[src/rtl/core/cmme_pkg.sv]
// shared types and constants for the cigar match/mismatch expander
package cmme_pkg;

    // run length parameter of the scheme, capped by the width of the length fields
    localparam int LENGTH_BITS = 28;
    localparam int LEN_W       = 28;

    localparam logic [LEN_W-1:0] RUN_MAX = (LENGTH_BITS >= LEN_W) ? {LEN_W{1'b1}} :
        LEN_W'((64'd1 << LENGTH_BITS) - 64'd1);

    // cigar codes produced for runs
    localparam logic [3:0] CODE_EQ = 4'd7;
    localparam logic [3:0] CODE_X  = 4'd8;

    // item kinds
    localparam logic OP_PASS   = 1'b0;
    localparam logic OP_COLUMN = 1'b1;

    // queue depth of the result buffer
    localparam logic [1:0] QUEUE_DEPTH = 2'd2;

    typedef struct packed {
        logic             op;
        logic [3:0]       op_type;
        logic [LEN_W-1:0] op_length;
        logic [7:0]       query_base;
        logic [7:0]       ref_base;
        logic             op_end;
    } in_item_t;

    typedef struct packed {
        logic [3:0]       code;
        logic [LEN_W-1:0] length;
        logic             last;
    } result_t;

    typedef struct packed {
        logic [1:0] num;
        result_t    first;
        result_t    second;
    } res_pair_t;

endpackage

[src/rtl/core/cigar_match_mismatch_expander.sv]
// top level of the cigar match/mismatch expander
// an item passes the input register and then the result queue on its way to the output
// throughput: one item per cycle while each item yields at most one result and the sink is ready;
//   an item that yields two results waits until the queue is empty after the pop
// the two-slot result queue sets the rate: an item advances when its results fit
// reset: rst_n clears the run state, the input valid flag and the result queue count at once
module cigar_match_mismatch_expander
    import cmme_pkg::*;
(
    input  logic        clk,
    input  logic        rst_n,

    input  logic        s_axis_tvalid,
    output logic        s_axis_tready,
    input  logic [47:0] s_axis_tdata,  // op_type[3:0], op_length[31:4], query_base[39:32], ref_base[47:40]
    input  logic        s_axis_tuser,  // op: 0 whole operation, 1 column of an m operation
    input  logic        s_axis_tlast,  // op_end

    output logic        m_axis_tvalid,
    input  logic        m_axis_tready,
    output logic [31:0] m_axis_tdata,  // out_type[3:0], out_length[31:4]
    output logic        m_axis_tlast   // last result of the item
);

    // input register
    logic      in_valid_reg, in_valid_next;
    in_item_t  in_item_reg;
    in_item_t  in_item_now;

    // run logic and queue hookup
    res_pair_t  results;
    logic       advance;
    logic       pop;
    logic [1:0] q_count;
    logic [2:0] q_after;
    result_t    head;

    assign in_item_now.op         = s_axis_tuser;
    assign in_item_now.op_type    = s_axis_tdata[3:0];
    assign in_item_now.op_length  = s_axis_tdata[31:4];
    assign in_item_now.query_base = s_axis_tdata[39:32];
    assign in_item_now.ref_base   = s_axis_tdata[47:40];
    assign in_item_now.op_end     = s_axis_tlast;

    // output side pops the head when the sink takes it
    assign pop = m_axis_tvalid && m_axis_tready;

    // room left after the pop must hold every result of the held item
    assign q_after = {1'b0, q_count} - {2'b0, pop} + {1'b0, results.num};
    assign advance = in_valid_reg && (q_after <= {1'b0, QUEUE_DEPTH});

    // a new item enters when the input register is empty or the held one leaves this cycle
    assign s_axis_tready = !in_valid_reg || advance;

    always_comb
    begin
        if (s_axis_tvalid && s_axis_tready)
            in_valid_next = 1'b1;
        else if (advance)
            in_valid_next = 1'b0;
        else
            in_valid_next = in_valid_reg;
    end

    always_ff @(posedge clk or negedge rst_n)
    begin
        if (!rst_n)
            in_valid_reg <= 1'b0;
        else
            in_valid_reg <= in_valid_next;
    end

    always_ff @(posedge clk)
    begin
        if (s_axis_tvalid && s_axis_tready)
            in_item_reg <= in_item_now;
    end

    // compare, run update and result selection
    cmme_run_logic u_run_logic (
        .clk     (clk),
        .rst_n   (rst_n),
        .item    (in_item_reg),
        .advance (advance),
        .results (results)
    );

    // push only on the cycle the held item advances
    res_pair_t push;

    always_comb
    begin
        push     = results;
        push.num = advance ? results.num : 2'd0;
    end

    cmme_result_queue u_result_queue (
        .clk   (clk),
        .rst_n (rst_n),
        .push  (push),
        .pop   (pop),
        .count (q_count),
        .head  (head)
    );

    assign m_axis_tvalid = q_count != 2'd0;
    assign m_axis_tdata  = {head.length, head.code};
    assign m_axis_tlast  = head.last;

    // the held item only advances from a filled input register
    assert property (@(posedge clk) disable iff (!rst_n)
        advance |-> in_valid_reg)
        else $error("advance without a held item");

endmodule

[src/rtl/core/cmme_run_logic.sv]
// run state and result computation for one item
module cmme_run_logic
    import cmme_pkg::*;
(
    input  logic      clk,
    input  logic      rst_n,
    input  in_item_t  item,
    input  logic      advance,
    output res_pair_t results
);

    logic             run_open_reg, run_open_next;
    logic             run_mis_reg, run_mis_next;
    logic [LEN_W-1:0] run_count_reg, run_count_next;

    logic             mis;
    logic             limit_hit;
    logic             close_old;
    logic             grow;
    logic [LEN_W-1:0] col_count;
    logic [LEN_W-1:0] len_sat;
    logic             have_old;
    logic             have_new;
    result_t          old_res;
    result_t          new_res;

    assign mis       = item.query_base != item.ref_base;
    assign limit_hit = run_count_reg >= RUN_MAX;
    assign close_old = run_open_reg && ((mis != run_mis_reg) || limit_hit);
    assign grow      = run_open_reg && !close_old;
    assign col_count = grow ? (run_count_reg + LEN_W'(1)) : LEN_W'(1);
    assign len_sat   = (item.op_length > RUN_MAX) ? RUN_MAX : item.op_length;

    always_comb
    begin
        old_res.code   = run_mis_reg ? CODE_X : CODE_EQ;
        old_res.length = run_count_reg;
        old_res.last   = 1'b0;

        if (item.op == OP_PASS)
        begin
            // pending run closes as if op_end had been seen
            have_old       = run_open_reg;
            have_new       = len_sat != '0;
            new_res.code   = item.op_type;
            new_res.length = len_sat;
            new_res.last   = 1'b1;
            run_open_next  = 1'b0;
            run_mis_next   = 1'b0;
            run_count_next = '0;
        end
        else
        begin
            have_old       = close_old;
            have_new       = item.op_end;
            new_res.code   = mis ? CODE_X : CODE_EQ;
            new_res.length = col_count;
            new_res.last   = 1'b1;
            run_open_next  = !item.op_end;
            run_mis_next   = item.op_end ? 1'b0 : mis;
            run_count_next = item.op_end ? '0 : col_count;
        end

        results.num         = {1'b0, have_old} + {1'b0, have_new};
        results.first       = have_old ? old_res : new_res;
        results.first.last  = !(have_old && have_new);
        results.second      = new_res;
    end

    always_ff @(posedge clk or negedge rst_n)
    begin
        if (!rst_n)
        begin
            run_open_reg  <= 1'b0;
            run_mis_reg   <= 1'b0;
            run_count_reg <= '0;
        end
        else if (advance)
        begin
            run_open_reg  <= run_open_next;
            run_mis_reg   <= run_mis_next;
            run_count_reg <= run_count_next;
        end
    end

    // an open run always holds at least one column
    assert property (@(posedge clk) disable iff (!rst_n)
        run_open_reg == (run_count_reg != '0))
        else $error("run open flag and run count disagree");

    // the last column of an operation leaves no run open
    assert property (@(posedge clk) disable iff (!rst_n)
        (advance && item.op == OP_COLUMN && item.op_end) |=> !run_open_reg)
        else $error("run still open after op_end");

endmodule

[src/rtl/core/cmme_result_queue.sv]
// two-entry result queue that feeds the output channel
module cmme_result_queue
    import cmme_pkg::*;
(
    input  logic       clk,
    input  logic       rst_n,
    input  res_pair_t  push,
    input  logic       pop,
    output logic [1:0] count,
    output result_t    head
);

    result_t    e0_reg, e0_next;
    result_t    e1_reg, e1_next;
    logic [1:0] count_reg, count_next;
    logic [1:0] cnt_p;

    assign cnt_p = count_reg - {1'b0, pop};

    always_comb
    begin
        if (cnt_p == 2'd0 && push.num != 2'd0)
            e0_next = push.first;
        else if (pop)
            e0_next = e1_reg;
        else
            e0_next = e0_reg;

        if (cnt_p == 2'd1 && push.num != 2'd0)
            e1_next = push.first;
        else if (cnt_p == 2'd0 && push.num == 2'd2)
            e1_next = push.second;
        else
            e1_next = e1_reg;

        count_next = cnt_p + push.num;
    end

    always_ff @(posedge clk or negedge rst_n)
    begin
        if (!rst_n)
            count_reg <= '0;
        else
            count_reg <= count_next;
    end

    always_ff @(posedge clk)
    begin
        e0_reg <= e0_next;
        e1_reg <= e1_next;
    end

    assign count = count_reg;
    assign head  = e0_reg;

    // occupancy never runs past the two slots
    assert property (@(posedge clk) disable iff (!rst_n)
        count_reg <= QUEUE_DEPTH)
        else $error("result queue overflow");

    // a two-result push needs both slots free after the pop
    assert property (@(posedge clk) disable iff (!rst_n)
        (push.num == 2'd2) |-> (cnt_p == 2'd0))
        else $error("double push into occupied queue");

endmodule

[config.mk]
export PLATFORM = sky130hd
export DESIGN_NAME = cigar_match_mismatch_expander
export DESIGN_NICKNAME = d
export VERILOG_FILES = /design/src/rtl/core/cmme_pkg.sv /design/src/rtl/core/cigar_match_mismatch_expander.sv /design/src/rtl/core/cmme_run_logic.sv /design/src/rtl/core/cmme_result_queue.sv
export SDC_FILE = /design/constraint.sdc
export NUM_CORES = 1
export LEC_CHECK = 0
export BUFFER_PORTS_ARGS = -buffer_cell sky130_fd_sc_hd__buf_4
export CAP_MARGIN = 20
export CELL_PAD_IN_SITES_DETAIL_PLACEMENT = 0
export CELL_PAD_IN_SITES_GLOBAL_PLACEMENT = 1
export CORE_MARGIN = 1.5
export CORE_UTILIZATION = 35
export CTS_BUF_LIST = sky130_fd_sc_hd__clkbuf_4 sky130_fd_sc_hd__clkbuf_8
export DETAILED_ROUTE_END_ITERATION = 16
export PLACE_DENSITY = 0.72
export SLEW_MARGIN = 40
export SYNTH_ARGS = -nofsm -noshare
export SYNTH_HDL_FRONTEND = slang
export SYNTH_SLANG_ARGS = --single-unit
[constraint.sdc]
create_clock -name clk -period 8.2 [get_ports clk]
set_input_delay 0.41 -clock clk [delete_from_list [all_inputs] [get_ports clk]]
set_output_delay 0.41 -clock clk [all_outputs]
set_load 0.005 [all_outputs]
==> metrics.md <==
| Metric | Value |
|---|---|
| Worst path slowest cell | a21oi_1 |
| Unrepaired setup endpoints after global routing | no |
| Post-layout util | 41.42% |
| Largest register FFs | 50 |
| Startpoint Class | flop |
| Number of global-route vias before repair | 6016 |
| Post-placement cell area | 8592 sq um |
| CP arrival | 6770 ps |
| Hpwl dp | 14500 microns |
| Initial Utilization | 35.42% |
| ANT nets after route | 0 |
| Hold Path Class | primary input to flop |
| Worst vdd ir | 551.2 uV |
| Worst Hold Slack | 106.6 ps |
| Cell family with most CP delay | simple AND/OR/NAND/NOR gates |
| CP max FO | 19 |
| Critical Path Most Common Cell | ha_1 |
| Slew Viols, Final | 0 |
| Main flop type after synthesis | edfxtp_1 |
| WHS Path Cells | 1 |
| Period utilisation layout | 78.32% |
| Critical Path RT | 8540 ps |
| Max clock buf depth | 2 |
| Synth async-reset ratio | 22.15% |
| First-pass GRT wire length | 34850 microns |
| # setup viols final | 0 |
| Crit. End Element | flop |
| Sequential share of power | 40.9% |
| TritonCTS clock tree | yes |
| Period minus WS final | 6422 ps |
| Worst Skew | 17.45 ps |
| Setup TNS | 0 ps |
| Synthesized Nets | 776 |
| Routed wire length per instance | 21.17 microns |
| Yosys reg bits | 149 |
| DRC | 0 |
| Cell count of the worst reg-to-reg path | 19 |
| Vias/cell | 5.689 |
| Reg clk slew, reported paths | 100 ps |
| Final Wtd Congestion | 0.8242 |
| Tot Pwr | 0.003638 W |
| Initial DRT Pass Iterations | 7 |
| Distinct cells, synth | 66 |
| Clock sinks | 149 |
| Final wirelength | 22780 microns |
| Synth warn | 0 |
| Largest net degree at the start of global routing | 47 |
| Max Cap Viol | 0 |
| Register area share after synthesis | 56.09% |
| Clock latency on the worst-skew pair | 470 ps |
| Die area | 22850 sq um |
| EDFF count, synth | 116 |
| Leak | 3.317 nW |
| # IOs | 89 |
| Final hold vios | 0 |
| Slowest stage delay, CP | 580 ps |
| P per Cell Area | 405.0 nW/um^2 |
| Row cnt | 54 |
| Sw power | 0.001518 W |
| Drt initial violations | 576 |
| Inserted Diodes | 0 |
| Total Routing Usage GR | 20.78% |
| Critical Path, Cell by Cell | ha_1 > nand3_1 > nor4_4 > a41oi_4 > o21ai_4 > nand2_2 > inv_1 > ha_1 > inv_1 > ha_1 > fa_1 > xor2_1 > nand4_1 > or3_1 > a21oi_1 > buf_4 > o21ai_0 > a31oi_1 > a22o_1 |
| Fin nets | 844 |
| Initial antenna violation count | 0 |
| Worst path bufs/invs | 3 |
| Status | finished clean |
| Cell Area, Synth | 7682 sq um |
| Area Overhead vs Synth | 16.92% |
| Setup CP Type | flop to flop |
| Fmax | 155.7 MHz |
| Sw Ratio | 41.71% |
| Total grt overflow | 0 |
| Syn_area_per_cell | 10.74 sq um |
| Layout cell share with drive strength beyond 1 | 20.10% |
| Clk pwr share | 15.2% |
| Die Ht | 151.2 microns |
| Cell count after synthesis | 715 |
| Part of the power in combinational logic | 43.9% |
| CTS Buf Count | 17 |
| Root buf cell | clkbuf_8 |
| Via count | 6121 |
| Die width | 151.2 microns |
| Design area | 8982 sq um |
| Fill cells | 2095 |
| Post-CTS setup buffer count | 0 |
| CP Depth | 19 |
| Worst slew margin | 41.79% |
| Least-Margin Pin Slew | 871.1 ps |
| # port buffers | 88 |
| Internal power | 0.002120 W |
| Core Region | 21690 sq um |
| # H-tree levels | 4 |
[stage by stage]
stage | std cells | setup WS [ps]
finish | 1076 | 1778
global route | 1076 | 1333
CTS | 1076 | 1910
detailed placement | 1043 | 1973
global placement | 1043 | 2054
floorplan | 715 | 1928
[repair_timing]
action,4_1_cts,5_1_grt
gates resized for setup,0,0
hold endpoints to repair,33,0
hold buffers,1,0
[power groups by stage]
stage | combinational (W) | sequential, W | clock [W]
floorplan | 0.000955 | 0.00146 | 0
global placement | 0.00158 | 0.00150 | 0
detailed placement | 0.00160 | 0.00150 | 0
CTS | 0.00161 | 0.00149 | 0.000567
global route | 0.00176 | 0.00152 | 0.000594
finish | 0.00160 | 0.00149 | 0.000553
[placed cells by master (no fill, tap or decap), types with 9 or more instances in the layout]
master,Yosys,routed
a31oi_1,12,12
nor2b_1,9,9
a22o_1,14,14
nand3_1,18,18
o21ai_0,61,61
edfxtp_1,116,116
inv_1,17,17
a21oi_1,39,39
nor3_1,21,19
nand2_1,68,68
xnor2_1,15,15
nand4_1,10,10
clkbuf_8,0,19
nor2_1,48,48
o31ai_1,19,19
buf_4,1,103
a22oi_1,10,10
and2_1,10,9
dfrtp_1,33,32
[cell type report]
class | count | area [sq um] | area share, %
Clock buffer | 19 | 261.5 | 2.911
Clock inverter | 13 | 112.6 | 1.254
Inverter | 18 | 67.56 | 0.7522
Multi-Input combinational cell | 493 | 3097 | 34.48
Sequential cell | 149 | 4310 | 47.99
Tap cell | 280 | 350.3 | 3.900
Timing Repair Buffer | 104 | 783.3 | 8.720
[synthesized netlist by cell type (4+ instances only)]
library cell	n	share of area, %
nand4_1	10	0.81
buf_2	21	1.4
a221oi_1	5	0.57
or2_2	4	0.33
a31oi_1	12	0.98
o31ai_1	19	1.9
and2_1	10	0.81
and3_1	8	0.65
a22oi_1	10	0.98
a2bb2oi_1	6	0.68
o211ai_1	8	0.78
nor2_1	48	2.3
or3_1	8	0.65
a221o_1	7	0.91
mux2i_1	5	0.65
a21oi_1	39	2.5
nand2_1	68	3.3
nand2b_1	6	0.49
dfrtp_1	33	11
nor3_1	21	1.4
nor4_1	8	0.65
o21a_1	4	0.39
xnor2_1	15	1.7
o21ai_0	61	4.0
edfxtp_1	116	45
a22o_1	14	1.6
o22ai_1	8	0.65
ha_1	6	0.98
inv_1	17	0.83
nand3_1	18	1.2
clkbuf_1	31	1.5
nor2b_1	9	0.73
a211o_1	8	0.91
[final timing paths]
path / slack [ps] / to / from
worst max-delay path: 1780 / u_result_queue.head[8] / u_run_logic.run_count_reg[0]
max in group asynchronous: 7320 / u_run_logic.run_open_reg / rst_n
worst max register to register: 1780 / u_result_queue.head[8] / u_run_logic.run_count_reg[0]
min in group asynchronous: 460 / u_run_logic.run_count_reg[8] / rst_n
worst min register to register: 530 / u_result_queue.head[27] / u_result_queue.e1_reg[27]
worst min-delay path: 110 / in_item_reg[7] / s_axis_tdata[46]
[logic make-up (layout without fill, tap and decap cells)]
| family | after synthesis | count (layout) | synth area share (%) |
|---|---|---|---|
| adders and majority gates | 7 | 7 | 1.238 |
| and+or+nand+nor | 232 | 232 | 15.29 |
| buffers and inverters | 73 | 154 | 4.153 |
| AOI/OAI and AO/OA | 229 | 229 | 20.23 |
| xor gates and xnor gates | 18 | 18 | 2.052 |
| muxes | 7 | 7 | 0.9446 |
| DFF | 149 | 149 | 56.09 |
[worst reg2reg max path, delay by kind of cell, from the launching register on]
kind | cells | cell delay, ps
simple gates | 5 | 2010
compound gates | 6 | 1640
fa+ha+maj | 4 | 1290
buf+inv | 3 | 630
flops | 1 | 480
xor+xnor | 1 | 240
[routing by layer]
layer / wire (microns) / up-vias / GRT usage (%)
li1: - / 2855 / -
met1: 10020 / 2982 / 27.62
met2: 10830 / 251 / 33.22
met3: 1400 / 33 / 4.036
met4: 533 / 0 / 8.544
met5: 0 / - / 0
Note: power is estimated with default switching activity, not from simulation.
